### src/rtl/core/shc_pkg.sv
`timescale 1ns / 1ps

package shc_pkg;

   localparam int unsigned BYTE_W = 8;
   localparam int unsigned HASH_W = 32;
   localparam int unsigned COUNT_W = 3;

   localparam logic [HASH_W-1:0] POLY_RESET = 32'h04C1_1DB7;
   localparam logic [HASH_W-1:0] HASH_MSB = 32'h8000_0000;
   localparam logic [COUNT_W-1:0] COUNT_FULL = 3'd4;
   localparam logic [BYTE_W-1:0] TERMINATOR = 8'h00;

   // one byte waiting in the input register
   typedef struct packed {
      logic valid;
      logic [BYTE_W-1:0] char_byte;
   } shc_beat_type;

   // msb-first remainder of one byte, eight shift-xor steps
   function automatic logic [HASH_W-1:0] byte_remainder(
      input logic [BYTE_W-1:0] top,
      input logic [HASH_W-1:0] poly
   );
      logic [HASH_W-1:0] r;
      r = {top, {(HASH_W-BYTE_W){1'b0}}};
      for (int k = 0; k < BYTE_W; k++) begin
         if ((r & HASH_MSB) != '0) begin
            r = {r[HASH_W-2:0], 1'b0} ^ poly;
         end else begin
            r = {r[HASH_W-2:0], 1'b0};
         end
      end
      return r;
   endfunction

endpackage

### src/rtl/core/shc_if.sv
`timescale 1ns / 1ps

// byte request channel
interface shc_req_if;
   logic valid;
   logic ready;
   logic [shc_pkg::BYTE_W-1:0] char_byte;
   modport source (output valid, output char_byte, input ready);
   modport sink (input valid, input char_byte, output ready);
endinterface

// hash response channel
interface shc_rsp_if;
   logic valid;
   logic ready;
   logic [shc_pkg::HASH_W-1:0] hash_value;
   modport source (output valid, output hash_value, input ready);
   modport sink (input valid, input hash_value, output ready);
endinterface

// polynomial write channel
interface shc_csr_if;
   logic valid;
   logic ready;
   logic [shc_pkg::HASH_W-1:0] crc_polynomial;
   modport source (output valid, output crc_polynomial, input ready);
   modport sink (input valid, input crc_polynomial, output ready);
endinterface

### src/rtl/core/shc_in_stage.sv
`timescale 1ns / 1ps

module shc_in_stage (
   input  logic                 clock,
   input  logic                 reset,
   shc_req_if.sink              req_chan,
   output shc_pkg::shc_beat_type beat,
   input  logic                 take
);
   import shc_pkg::*;

   logic              valid_ff, valid_in;
   logic [BYTE_W-1:0] byte_ff, byte_in;
   logic              accept;

   // register is free when empty or being drained this cycle
   assign req_chan.ready = !valid_ff || take;
   assign accept = req_chan.valid && req_chan.ready;

   always_comb begin
      valid_in = valid_ff;
      byte_in = byte_ff;
      if (accept) begin
         valid_in = 1'b1;
         byte_in = req_chan.char_byte;
      end else if (take) begin
         valid_in = 1'b0;
      end
   end

   always_ff @(posedge clock) begin
      if (reset) begin
         valid_ff <= 1'b0;
      end else begin
         valid_ff <= valid_in;
      end
      byte_ff <= byte_in;
   end

   assign beat.valid = valid_ff;
   assign beat.char_byte = byte_ff;

endmodule

### src/rtl/core/shc_core.sv
`timescale 1ns / 1ps

module shc_core (
   input  logic                 clock,
   input  logic                 reset,
   input  shc_pkg::shc_beat_type beat,
   output logic                 take,
   shc_csr_if.sink              csr_chan,
   shc_rsp_if.source            rsp_chan
);
   import shc_pkg::*;

   logic [HASH_W-1:0]  poly_ff, poly_in;
   logic [HASH_W-1:0]  acc_ff, acc_in;
   logic [COUNT_W-1:0] count_ff, count_in;
   logic               rsp_valid_ff, rsp_valid_in;
   logic [HASH_W-1:0]  hash_ff, hash_in;
   logic               is_term;
   logic [HASH_W-1:0]  packed_word;

   // polynomial register, always writable
   assign csr_chan.ready = 1'b1;
   assign poly_in = csr_chan.valid ? csr_chan.crc_polynomial : poly_ff;

   // a terminator needs the result register free, other bytes never wait
   assign is_term = (beat.char_byte == TERMINATOR);
   assign take = beat.valid && (!is_term || !rsp_valid_ff || rsp_chan.ready);

   // place the byte into its slot while packing; the fourth byte also inverts the word
   always_comb begin
      case (count_ff[1:0])
         2'd0:    packed_word = acc_ff | {beat.char_byte, 24'h0};
         2'd1:    packed_word = acc_ff | {8'h0, beat.char_byte, 16'h0};
         2'd2:    packed_word = acc_ff | {16'h0, beat.char_byte, 8'h0};
         default: packed_word = ~(acc_ff | {24'h0, beat.char_byte});
      endcase
   end

   // next accumulator, count and result
   always_comb begin
      acc_in = acc_ff;
      count_in = count_ff;
      hash_in = hash_ff;
      rsp_valid_in = rsp_valid_ff && !rsp_chan.ready;
      if (take) begin
         if (is_term) begin
            if (count_ff == '0) begin
               hash_in = '0;
            end else if (count_ff < COUNT_FULL) begin
               hash_in = acc_ff;
            end else begin
               hash_in = ~acc_ff;
            end
            rsp_valid_in = 1'b1;
            acc_in = '0;
            count_in = '0;
         end else if (count_ff < COUNT_FULL) begin
            acc_in = packed_word;
            count_in = count_ff + 1'b1;
         end else begin
            acc_in = {acc_ff[HASH_W-BYTE_W-1:0], beat.char_byte}
                     ^ byte_remainder(acc_ff[HASH_W-1 -: BYTE_W], poly_ff);
         end
      end
   end

   always_ff @(posedge clock) begin
      if (reset) begin
         poly_ff <= POLY_RESET;
         acc_ff <= '0;
         count_ff <= '0;
         rsp_valid_ff <= 1'b0;
      end else begin
         poly_ff <= poly_in;
         acc_ff <= acc_in;
         count_ff <= count_in;
         rsp_valid_ff <= rsp_valid_in;
      end
      hash_ff <= hash_in;
   end

   assign rsp_chan.valid = rsp_valid_ff;
   assign rsp_chan.hash_value = hash_ff;

endmodule

### src/rtl/core/string_crc32_hash.sv
`timescale 1ns / 1ps
// path: a terminator byte is held in the input register, then its hash goes to the result register
// throughput: one byte per cycle unless a terminator waits; from a string's fifth byte on,
// each update is one eight-step shift-xor remainder between input register and accumulator
// a terminator waits in the input register only while an earlier hash is not taken
// reset: synchronous, active high; clears the string state, restores the polynomial

module string_crc32_hash (
   input logic       clock,
   input logic       reset,
   shc_req_if.sink   req_chan,
   shc_rsp_if.source rsp_chan,
   shc_csr_if.sink   csr_chan
);
   import shc_pkg::*;

   shc_beat_type beat;
   logic         take;

   shc_in_stage u_in_stage (
      .clock    (clock),
      .reset    (reset),
      .req_chan (req_chan),
      .beat     (beat),
      .take     (take)
   );

   shc_core u_core (
      .clock    (clock),
      .reset    (reset),
      .beat     (beat),
      .take     (take),
      .csr_chan (csr_chan),
      .rsp_chan (rsp_chan)
   );

`ifndef NO_ASSERTIONS
   // backpressure only while a byte is held
   a_ready_held : assert property (@(posedge clock) disable iff (reset)
      !req_chan.ready |-> beat.valid)
      else $error("request stalled with empty input register");

   // a held byte that is not consumed stays in place
   a_beat_hold : assert property (@(posedge clock) disable iff (reset)
      beat.valid && !take |=> beat.valid && $stable(beat.char_byte))
      else $error("held byte lost or changed");

   // a consumed terminator always shows a hash
   a_term_hash : assert property (@(posedge clock) disable iff (reset)
      take && beat.char_byte == TERMINATOR |=> rsp_chan.valid)
      else $error("terminator gave no hash");

   // nonzero bytes never wait
   a_byte_flow : assert property (@(posedge clock) disable iff (reset)
      beat.valid && beat.char_byte != TERMINATOR |-> take)
      else $error("data byte stalled");
`endif

endmodule

### src/flat_wrapper.sv
// flat-port wrapper written by rule: the top's interface ports become plain ports
module string_crc32_hash_flat import shc_pkg::*;
  (clock, reset, req_chan_valid, req_chan_char_byte, req_chan_ready, rsp_chan_valid, rsp_chan_hash_value, rsp_chan_ready, csr_chan_valid, csr_chan_crc_polynomial, csr_chan_ready);
  shc_req_if req_chan_i ();
  shc_rsp_if rsp_chan_i ();
  shc_csr_if csr_chan_i ();
  input logic clock;
  input logic reset;
  input wire logic [$bits(req_chan_i.valid)-1:0] req_chan_valid;
  input wire logic [$bits(req_chan_i.char_byte)-1:0] req_chan_char_byte;
  output wire logic [$bits(req_chan_i.ready)-1:0] req_chan_ready;
  output wire logic [$bits(rsp_chan_i.valid)-1:0] rsp_chan_valid;
  output wire logic [$bits(rsp_chan_i.hash_value)-1:0] rsp_chan_hash_value;
  input wire logic [$bits(rsp_chan_i.ready)-1:0] rsp_chan_ready;
  input wire logic [$bits(csr_chan_i.valid)-1:0] csr_chan_valid;
  input wire logic [$bits(csr_chan_i.crc_polynomial)-1:0] csr_chan_crc_polynomial;
  output wire logic [$bits(csr_chan_i.ready)-1:0] csr_chan_ready;
  assign req_chan_i.valid = req_chan_valid;
  assign req_chan_i.char_byte = req_chan_char_byte;
  assign req_chan_ready = req_chan_i.ready;
  assign rsp_chan_valid = rsp_chan_i.valid;
  assign rsp_chan_hash_value = rsp_chan_i.hash_value;
  assign rsp_chan_i.ready = rsp_chan_ready;
  assign csr_chan_i.valid = csr_chan_valid;
  assign csr_chan_i.crc_polynomial = csr_chan_crc_polynomial;
  assign csr_chan_ready = csr_chan_i.ready;
  string_crc32_hash u_core (.clock(clock), .reset(reset), .req_chan(req_chan_i), .rsp_chan(rsp_chan_i), .csr_chan(csr_chan_i));
endmodule
### config.mk
export PLATFORM = sky130hd
export DESIGN_NAME = string_crc32_hash_flat
export DESIGN_NICKNAME = d
export VERILOG_FILES = /design/src/rtl/core/shc_pkg.sv /design/src/rtl/core/shc_if.sv /design/src/rtl/core/shc_in_stage.sv /design/src/rtl/core/shc_core.sv /design/src/rtl/core/string_crc32_hash.sv /design/src/flat_wrapper.sv
export SDC_FILE = /design/constraint.sdc
export NUM_CORES = 1
export LEC_CHECK = 0
export ABC_AREA = 1
export BUFFER_PORTS_ARGS = -buffer_cell sky130_fd_sc_hd__buf_2
export CORE_ASPECT_RATIO = 0.6
export CORE_MARGIN = 10
export CORE_UTILIZATION = 51
export DETAILED_ROUTE_END_ITERATION = 10
export PLACE_DENSITY = 0.7
export SYNTH_ARGS = -nofsm -noshare
export SYNTH_HDL_FRONTEND = slang
export SYNTH_SLANG_ARGS = --single-unit
### constraint.sdc
create_clock -name clock -period 3.3 [get_ports clock]
set_input_delay 0.495 -clock clock [delete_from_list [all_inputs] [get_ports clock]]
set_output_delay 0.495 -clock clock [all_outputs]
set_load 0.1 [all_outputs]
; ---- Word-level counts from Yosys, hierarchy flattened
; Index checks and enable logic that the tools add are counted.
[word_totals]
latchBits = 0
output_inout_bits = 35
ff_bits = 109
in_bits = 45
mem_count = 0
mem_bits_rw = 0
wordCells = 85
rom_bits = 0
[op_classes]
n_reduce_logical = 17
n_mul = 0
n_addsub = 1
bitwise = 15
div_mod_pow = 0
n_lt_le_gt_ge = 1
n_shift = 0
mux = 42
n_eq_ne = 2
[ops]
columns = operator, n
row1 = 2-to-1 mux 32 bit, 35
row2 = bitwise XOR 32 bit, 9
row3 = one-hot mux 32 bit (3 select lines), 1
row4 = NOT 32 bit, 2
row5 = OR 32 x 16 -> 32 bit, 1
row6 = OR 32 x 24 -> 32 bit, 1
row7 = OR 32 bit, 1
row8 = OR 32 x 8 -> 32 bit, 1
row9 = zero test 8 bit, 1
row10 = 2-to-1 mux 3 bit, 2
row11 = zero test 1 bit, 4
row12 = 2-to-1 mux 1 bit, 4
row13 = AND reduction 2 bit, 2
row14 = nonzero test 2 bit, 2
row15 = "adder 3 x 1 -> 3 bit, second input constant", 1
row16 = logical AND 1 bit, 3
row17 = zero test 3 bit, 1
row18 = logical OR 1 bit, 3
row19 = "< comparator 3 bit, second input constant", 1
row20 = "equality test 2 x 1 -> 1 bit, second input constant", 1
row21 = "equality test 2 bit, second input constant", 1
row22 = zero test 2 bit, 1

; ---- Depth between registers and ports, before layout
; Gate-level depths: netlist of run 1.
[depth]
word_depth = 44
mapped_depth = 30
mapped_depth_nobuf = 27

; ---- Modules after synthesis
; From an unflattened synthesis of run 1, not the netlist that was laid out.
[unflattened]
hier_cells = 1536
hier_area_um2 = 9437.8
[modules_own_cells]
columns = mod, seq_area_each_um2, cells_per_inst, instances, area_per_inst_um2
row1 = shc_core, 2322.2, 1521, 1, 9142.5
row2 = shc_in_stage, 260.2, 15, 1, 295.3

; ---- Worst setup path after synthesis of run 1
; No wires, ideal clock.
[synth_path]
path_kind = reg2reg
startpoint = reg u_core.u_core.acc_ff[31]
endpoint = reg u_core.u_core.acc_ff[0]
n_path_buf = 3
period_less_slack_ns = 2.765
setup_time_ns = 0.132
required_time_ns = 3.168
stages_incl_launch_ff = 25
setup_slack_ns = 0.535
arrival_time_ns = 2.633
cell_sequence = dfxtp_1 buf_4 nand2_1 xor2_1 nor2_1 nor2_1 nand3_1 nand2_1 buf_6 nand3_4 nand2_2 nor2_1 nand2_1 nand3_1 nand2_4 nand3_4 nand2_4 inv_2 nor2_8 buf_4 nand3_1 nand2_1 nand2_1 nand3_1 a21oi_1
[synth_between]
elab_chain_cells = 41
[synth_rtl]
columns = item, line
row1 = from (decl), shc_core.sv:14  ; logic [HASH_W-1:0] acc_ff, acc_in;
row2 = from (signal assigned), shc_core.sv:75  ; acc_ff <= acc_in;
row3 = 2-to-1 mux 32 bit (*), shc_pkg.sv:28  ; if ((r & HASH_MSB) != '0) begin
row4 = 2-to-1 mux 32 bit (*), shc_core.sv:57  ; end else if (count_ff < COUNT_FULL) begin
row5 = 2-to-1 mux 32 bit (*), shc_core.sv:46  ; if (is_term) begin
row6 = 2-to-1 mux 32 bit (*), shc_core.sv:45  ; if (take) begin
row7 = bitwise XOR 32 bit, shc_pkg.sv:29  ; r = {r[HASH_W-2:0], 1'b0} ^ poly;
row8 = 2-to-1 mux 32 bit (*), shc_pkg.sv:28
row9 = 2-to-1 mux 32 bit (*), shc_core.sv:57
row10 = 2-to-1 mux 32 bit (*), shc_core.sv:46
row11 = [... 25 more ...], n/a
row12 = 2-to-1 mux 32 bit (*), shc_core.sv:45
row13 = 2-to-1 mux 32 bit (*), shc_pkg.sv:28
row14 = 2-to-1 mux 32 bit (*), shc_core.sv:57
row15 = 2-to-1 mux 32 bit (*), shc_core.sv:46
row16 = 2-to-1 mux 32 bit (*), shc_core.sv:45
row17 = bitwise XOR 32 bit (*), shc_core.sv:62  ; ^ byte_remainder(acc_ff[HASH_W-1 -: BYTE_W], poly_ff);
row18 = 2-to-1 mux 32 bit (*), shc_core.sv:57
row19 = 2-to-1 mux 32 bit (*), shc_core.sv:46
; Every way passes the cells marked *; elsewhere a longest branch is shown, timed or not. The select of a mux whose other input is x is not followed.
; A chain may end at the register's enable or synchronous reset.

; ---- Worst setup path in the final report of run 1
[layout_path]
startpoint = reg u_core.u_core.acc_ff[31]
endpoint = reg u_core.u_core.acc_ff[31]
[layout_between]
elab_chain_cells = 42
elab_cells_between_ends = 48
cone_classes = mux: 35 / bitwise: 13
[layout_rtl]
columns = item, line
row1 = 2-to-1 mux 32 bit, shc_pkg.sv:28
row2 = 2-to-1 mux 32 bit, shc_core.sv:57
row3 = 2-to-1 mux 32 bit, shc_core.sv:46
row4 = 2-to-1 mux 32 bit, shc_core.sv:45
row5 = bitwise XOR 32 bit, shc_pkg.sv:29
row6 = 2-to-1 mux 32 bit, shc_pkg.sv:28
row7 = 2-to-1 mux 32 bit, shc_core.sv:57
row8 = 2-to-1 mux 32 bit, shc_core.sv:46
row9 = [... 26 more ...], n/a
row10 = bitwise XOR 32 bit, shc_pkg.sv:29
row11 = 2-to-1 mux 32 bit, shc_pkg.sv:28
row12 = 2-to-1 mux 32 bit, shc_core.sv:57
row13 = 2-to-1 mux 32 bit, shc_core.sv:46
row14 = 2-to-1 mux 32 bit, shc_core.sv:45
row15 = bitwise XOR 32 bit, shc_core.sv:62
row16 = 2-to-1 mux 32 bit (*), shc_core.sv:57
row17 = 2-to-1 mux 32 bit (*), shc_core.sv:46
; Marks and branches as above.

==> results by group, run 1 <==
Setup path
  – Reg2Reg Depth: 28
  – CP max-delay cell: dfxtp_4
  – Reg2reg start: u_core.u_core.acc_ff[31]
  – Worst EP arrival: between 3 and 4 ns
  – Cell mode on critical path: nand2_1
  – Reg2reg end: u_core.u_core.acc_ff[31]
  – R2R setup slack: around 0.1 ns
  – Worst-path maximum fanout: 16
  – WP data required: approximately 3.6 ns
  – Largest stage delay on the critical path: around 0.40 ns
  – CP Capture Type: flop
  – Critical path class: reg -> reg
  – CP Launch Type: flop

Flow run
  – Max-cap violations: 0

GRT
  – First-pass GRT wire length: 50.7 mm
  – Largest net degree at the start of global routing: 48
  – Total congestion overflow: 0
  – Initial antenna violation count: 0
  – Global Route Usage Sum: ~26%
  – Vias in the first global route: between 9000 and 10000

Finish
  – Filler cells: about 1800
  – Layout Cells excl Fill: 1875
  – Share of layout cells above drive strength 1: 12.7%
  – Layout area overhead: 13.8%
  – Diodes inserted: 0
  – Nets: 1679
  – Final core occ: between 50% and 60%

Synth
  – Post-synth net total: 1620
  – Yosys reg bits: 109
  – Synth unique cells: 36
  – Mapped Cells: around 1600
  – Mean Syn Cell Area: a little over 6 µm²
  – Sequential area share after synthesis: 26.9%
  – Synth Cell Area: around 0.0096 mm²
  – Post-synth EDFFs: 40
  – YS warnings: 0
  – Fraction of registers with async set/reset: 0%
  – Predominant post-synthesis flop cell: dfxtp_1

Clocking
  – Clock transition at the registers of the reported paths: roughly 0.080 ns
  – Clk sinks: ~110
  – H-Tree Depth: 3
  – Post-CTS Hold Fix Bufs: 0
  – CTS tree: built
  – Clock Root Buffer: clkbuf_16
  – Clock tree buffer depth: 2
  – Worst skew pair latency: between 0.3 and 0.4 ns
  – Number of CTS-inserted buffers: 9

STA
  – Worst slew pin tran: 0.794 ns
  – FMAX: 313 MHz
  – Worst Clk Skew: roughly 0.016 ns
  – Endpoints failing setup: 0
  – Tmin final: approximately 3.2 ns
  – Final slew viol count: 0
  – Unrepaired setup endpoints after global routing: yes
  – Tcrit/Tclk final: between 90% and 100%
  – Final Hold Fails: 0
  – TNS Setup: 0 ns
  – Max-slew headroom at the worst pin: between 40 and 50%
  – Final Worst Setup Slack: 0.102 ns

Route
  – 1st-pass router iterations: 8
  – Final ANT Viol Nets: 0
  – DRC viols: 0
  – Via/cell ratio: about 5.6
  – Via count: 10400
  – Routed wire length: between 30 and 40 mm
  – Number of DRC markers in iteration 0: ~1200
  – Routed WL per cell: around 18 µm

Floorplan
  – Die X: approximately 200 µm
  – Initial Util: 52.5%
  – Core area: between 0.015 and 0.02 mm²
  – # rows: 38
  – Die Area: 0.0249 mm²
  – Die Y-Extent: about 130 µm
  – Ports: 80

Placed design
  – Post-DP HPWL: between 20 and 25 mm
  – PortBufs: 78
  – Final weighted congestion in routability-driven placement: around 1
  – Post-Place Cells: 1846
  – Pre-CTS setup slack: -0.00798 ns

Pwr
  – Switching Power: roughly 1900 µW
  – Overall power: 4690 µW
  – Switching share of total power: roughly two fifths
  – Leak Pwr: 0.00441 µW
  – Pwr Density: roughly 430 mW/mm²
  – Clock share of power: 24.2%
  – Comb power frac: 43.5%
  – Sequential power share: 32.4%
  – Power Internal: about 2800 µW
  – VDD IR max: 0.272 mV

Min path
  – Worst hold start: req_chan_char_byte[3]
  – Hold EP: u_core.u_in_stage.byte_ff[3]
  – Worst hold stages: 1
  – Hold WC Path Type: in -> reg

Outcome
  – Status: complete, no violations
==> sequential cells by signal (all words and copies together), names as in the netlist <==
signal,count
u_core.u_core.acc_ff,32
u_core.u_core.count_ff,3
u_core.u_core.poly_ff,32
u_core.u_core.rsp_chan.hash_value,32
u_core.u_core.rsp_chan.valid,1
u_core.u_in_stage.byte_ff,8
u_core.u_in_stage.valid_ff,1
==> routing by layer <==
metal | global-route usage [%] | wire length (µm) | share of wire (%) | vias up
met2 | 37.3 | 13900 | 42 | 480
li1 | - | - | - | 5107
met4 | 9.00 | 889 | 2.7 | 0
met3 | 6.36 | 3610 | 11 | 55
met5 | 0 | 0 | 0 | -
met1 | 35.8 | 14800 | 45 | 4805
==> worst max-delay path: cells and delay by family (launching register included) <==
kind	cells	cell delay (ns)
buffers and inverters	6	0.66
DFF	1	0.40
AOI/OAI and AO/OA	1	0.11
and+or+nand+nor	20	1.74
xor gates and xnor gates	1	0.22
==> kinds of logic (layout without fill, tap and decap cells) <==
family	Yosys count	in the layout	synth area share, %
and+or+nand+nor	833	833	36.3
buffers and inverters	243	307	10.3
AOI/OAI and AO/OA	229	229	12.1
xor gates and xnor gates	152	152	13.9
DFF	109	109	26.9
adders and majority gates	4	4	0.521
other	1	1	0.0390
==> through the flow <==
stage,instance area (µm²),hold slack (ns)
detailed placement,10300,0.485
finish,10900,0.297
global placement,10300,0.482
floorplan,9610,0.468
CTS,10600,0.286
global route,10900,0.292
==> area by class of cell <==
| cell class | instances | area [µm²] | share of cell area, % |
|---|---|---|---|
| clock buffers | 10 | 229 | 2.09 |
| multi-input cells | 1219 | 6190 | 56.6 |
| flip-flops and latches | 109 | 2590 | 23.7 |
| repair buffers | 138 | 988 | 9.04 |
| well taps | 240 | 300 | 2.75 |
| clock inverters | 6 | 62.6 | 0.572 |
| inverters | 153 | 574 | 5.25 |
==> layout by cell type (no fill, tap or decap), types with 2 or more instances in the layout <==
cell	Yosys	final
dfxtp_1	69	64
xor2_1	43	42
buf_4	8	46
edfxtp_1	40	40
nand4_1	10	10
buf_8	0	3
buf_6	3	2
nand3_4	2	4
a21oi_1	174	173
inv_2	5	6
nand2_4	2	9
o21ai_1	1	2
ha_1	4	4
o21ai_0	47	46
o31ai_1	3	3
clkinvlp_4	0	2
xnor2_1	109	108
buf_2	21	78
nor2_4	1	4
buf_12	0	8
nand2_2	6	11
clkinv_1	10	11
clkbuf_16	0	10
inv_1	138	137
o21bai_1	2	2
dfxtp_2	0	4
nand3_1	174	169
nor2_2	3	5
or2_2	3	3
nor2_1	72	67
nand2_1	553	541
nand3_2	2	5
nor4_1	2	2
==> repair_timing <==
item | CTS | global route
endpoints found under the hold margin | 0 | 0
setup endpoints to repair | 8 | 32
gates cloned | 0 | 2
resized for setup | 1 | 60
pin swaps | 0 | 13
setup buffers | 0 | 11
==> power by group through the flow <==
stage	sequential (µW)	clock (µW)	combinational [µW]
after floorplan	1490	0	1460
final	1520	1130	2040
after global routing	1520	1190	2250
after global placement	1540	0	1800
after CTS	1510	1150	1860
after detailed placement	1540	0	1850
==> how the worst max path moves through the flow <==
stage                         startpoint                  endpoint  slack [ns]
2_1_floorplan   u_core.u_core.acc_ff[31]   u_core.u_core.acc_ff[0]        0.53
3_3_place_gp    u_core.u_core.acc_ff[31]  u_core.u_core.acc_ff[30]        0.13
3_5_place_dp    u_core.u_core.acc_ff[31]  u_core.u_core.acc_ff[23]      -0.008
4_1_cts        u_core.u_core.poly_ff[31]   u_core.u_core.acc_ff[5]        0.03
5_1_grt         u_core.u_core.acc_ff[31]  u_core.u_core.acc_ff[31]       -0.13
6_report        u_core.u_core.acc_ff[31]  u_core.u_core.acc_ff[31]        0.10
==> synth_stat cells, types with 5 or more instances <==
library cell	count	area share (%)
dfxtp_1	69	14
nand3_1	174	9.1
a21oi_1	174	9.1
nor2_1	72	2.8
xor2_1	43	3.9
clkinv_1	10	0.39
inv_1	138	5.4
o21ai_0	47	2.4
buf_1	8	0.31
buf_4	8	0.62
clkbuf_1	50	2.0
nand2_1	553	22
nand4_1	10	0.65
inv_2	5	0.20
edfxtp_1	40	12
xnor2_1	109	9.9
nand2_2	6	0.39
buf_2	21	1.1
Power figures use the tool's default switching activity.
==> run 2: changes to the inputs <==
--- a/config.mk
+++ b/config.mk
@@ -7,11 +7,12 @@
 export LEC_CHECK = 0
 export ABC_AREA = 1
 export BUFFER_PORTS_ARGS = -buffer_cell sky130_fd_sc_hd__buf_2
+export CAP_MARGIN = 0
 export CORE_ASPECT_RATIO = 0.6
 export CORE_MARGIN = 10
-export CORE_UTILIZATION = 51
+export CORE_UTILIZATION = 60
 export DETAILED_ROUTE_END_ITERATION = 10
-export PLACE_DENSITY = 0.7
+export PLACE_DENSITY = 0.8
 export SYNTH_ARGS = -nofsm -noshare
 export SYNTH_HDL_FRONTEND = slang
 export SYNTH_SLANG_ARGS = --single-unit
==> results by group, run 2 (same netlist as run 1, synthesis figures left out) <==
Finish
  – Share of layout cells above drive strength 1: 13.6% (was 12.7%)
  – Nets: 1685 (was 1679)
  – Most common cell after layout, fill and taps aside: nand2_1 (unchanged)
  – Fin area: 0.0110 mm² (was 0.0109 mm²)
  – Most frequent cells in the layout: nand2_1 (536), a21oi_1 (173), nand3_1 (168) (was nand2_1 (541), a21oi_1 (173), nand3_1 (169))
  – Final core occ: 70.9% (was 59.7%)
  – Diodes inserted: 0 (unchanged)
  – Layout area overhead: 14.3% (was 13.8%)

STA
  – Max-slew headroom at the worst pin: 43.4% (was 47.0%)
  – Final Worst Setup Slack: -0.0751 ns (was 0.102 ns)
  – Worst Clk Skew: 0.0140 ns (was 0.0159 ns)
  – Tmin final: 3.38 ns (was 3.20 ns)
  – Worst slew pin tran: 0.849 ns (was 0.794 ns)
  – FMAX: 296 MHz (was 313 MHz)
  – Final Hold Fails: 0 (unchanged)
  – Final slew viol count: 0 (unchanged)
  – Endpoints failing setup: 19 (was 0)
  – Tcrit/Tclk final: 102% (was 96.9%)
  – Fin Hold WS: 0.302 ns (was 0.297 ns)

Placed design
  – PortBufs: 78 (unchanged)
  – Post-DP Area: 0.0102 mm² (was 0.0103 mm²)
  – Post-DP HPWL: 23.3 mm (was 24.4 mm)
  – Final weighted congestion in routability-driven placement: 0.979 (was 0.986)
  – Pre-CTS setup slack: 0.0384 ns (was -0.00798 ns)

Route
  – Routed wire length: 33.9 mm (was 33.2 mm)
  – DRC viols: 0 (unchanged)
  – Final ANT Viol Nets: 0 (unchanged)
  – Routed WL per cell: 18.4 µm (was 17.7 µm)
  – 1st-pass router iterations: 8 (unchanged)
  – Via count: 10900 (was 10400)
  – Number of DRC markers in iteration 0: 1843 (was 1170)
  – Via/cell ratio: 5.91 (was 5.57)

Clocking
  – Clock transition at the registers of the reported paths: 0.09 ns (was 0.08 ns)
  – H-Tree Depth: 3 (unchanged)
  – Number of CTS-inserted buffers: 9 (unchanged)
  – Clk sinks: 109 (unchanged)
  – Clock Root Buffer: clkbuf_16 (unchanged)
  – Clock tree buffer depth: 2 (unchanged)
  – CTS tree: built (unchanged)
  – Post-CTS Hold Fix Bufs: 0 (unchanged)
  – Worst skew pair latency: 0.37 ns (was 0.38 ns)

Setup path
  – Critical path class: reg -> reg (unchanged)
  – R2R setup slack: -0.08 ns (was 0.10 ns)
  – Crit path capture: u_core.u_core.acc_ff[15] (was u_core.u_core.acc_ff[31])
  – Reg2reg end: u_core.u_core.acc_ff[15] (was u_core.u_core.acc_ff[31])
  – Worst-path maximum fanout: 6 (was 16)
  – Reg2Reg Depth: 24 (was 28)
  – WP data required: 3.52 ns (was 3.60 ns)
  – Critical path launch point: u_core.u_core.acc_ff[31] (unchanged)
  – CP Capture Type: flop (unchanged)
  – Worst EP arrival: 3.59 ns (was 3.50 ns)
  – CP Launch Type: flop (unchanged)
  – Reg2reg start: u_core.u_core.acc_ff[31] (unchanged)

Outcome
  – Failing checks: setup timing
  – Status: finished, violations left (was complete, no violations)

GRT
  – Total congestion overflow: 0 (unchanged)
  – Initial antenna violation count: 0 (unchanged)
  – Global Route Usage Sum: 28.2% (was 25.6%)
  – Largest net degree at the start of global routing: 51 (was 48)
  – First-pass GRT wire length: 50.1 mm (was 50.7 mm)
  – Vias in the first global route: 9587 (was 9371)

Floorplan
  – Core area: 0.0155 mm² (was 0.0183 mm²)
  – Die Area: 0.0216 mm² (was 0.0249 mm²)
  – Die X: 183 µm (was 197 µm)
  – Ports: 80 (unchanged)
  – Initial Util: 62.0% (was 52.5%)
  – # rows: 35 (was 38)
  – Die Y-Extent: 118 µm (was 126 µm)

Pwr
  – VDD IR max: 0.248 mV (was 0.272 mV)
  – Leak Pwr: 0.00446 µW (was 0.00441 µW)
  – Pwr Density: 438 mW/mm² (was 429 mW/mm²)
  – Overall power: 4820 µW (was 4690 µW)

Min path
  – Hold WC Path Type: in -> reg (unchanged)

Flow run
  – Max-cap violations: 0 (unchanged)
==> run 2: worst max-delay path: stages, from the launching register on <==
cell       delay, ns
dfxtp_4         0.38
buf_4           0.15
nand2_2         0.07
xor2_2          0.19
nor2_1          0.08
nor2_1          0.11
nand3_1         0.14
nand2_4         0.14
nand2_1         0.08
nand2_2         0.14
buf_6           0.14
nand3_1         0.15
nand2_1         0.13
nand2_2         0.09
nand2_4         0.10
nand3_4         0.10
nand2_4         0.11
inv_4           0.06
nor2_4          0.24
clkbuf_16       0.21
nand2_1         0.05
nand3_1         0.08
nand3_1         0.09
nand2_1         0.09
a21oi_1         0.06
==> run 2: what timing repair did <==
item	CTS	global route
setup buffers	0	16
resized for setup	0	71
endpoints found under the setup margin	0	32
==> run 2: area by class of cell <==
class,instances,area [µm²]
multi-input cells,1220,6220
flip-flops and latches,109,2590
fillers,1353,4510
repair buffers,143,1050
well taps,203,254
inverters,153,581
clock inverters,7,63.8
clock buffers,9,225
==> run 2: report_power, final <==
group	switching, µW	internal [µW]	leakage, µW
Clock	594	537	0.000144
Sequential	94.3	1430	0.000947
Combinational	1330	830	0.00337
==> run 2: per-layer routing <==
layer / global-route usage, % / share of wire (%) / up-vias
met5: 0 / 0 / -
met4: 12.3 / 4.7 / 0
met3: 7.00 / 14 / 140
met2: 41.1 / 41 / 782
met1: 38.4 / 40 / 4860
li1: - / - / 5115
==> run 2: how the worst min path moves through the flow <==
stage | from | cells after the start | slack [ns] | end
floorplan | u_core.u_core.acc_ff[24] | 2 | 0.47 | u_core.u_core.acc_ff[24]
global placement | u_core.u_core.acc_ff[28] | 2 | 0.48 | u_core.u_core.acc_ff[28]
detailed placement | u_core.u_core.acc_ff[28] | 2 | 0.49 | u_core.u_core.acc_ff[28]
CTS | req_chan_char_byte[7] | 1 | 0.30 | u_core.u_in_stage.byte_ff[7]
global route | req_chan_char_byte[1] | 1 | 0.30 | u_core.u_in_stage.byte_ff[1]
finish | req_chan_char_byte[7] | 1 | 0.30 | u_core.u_in_stage.byte_ff[7]
==> run 2: metrics by stage <==
step                      setup TNS [ns]  instances
final                             -0.439       1844
after global routing               -3.53       1844
after CTS                              0       1820
after detailed placement               0       1804
after global placement                 0       1804
after floorplan                        0       1571
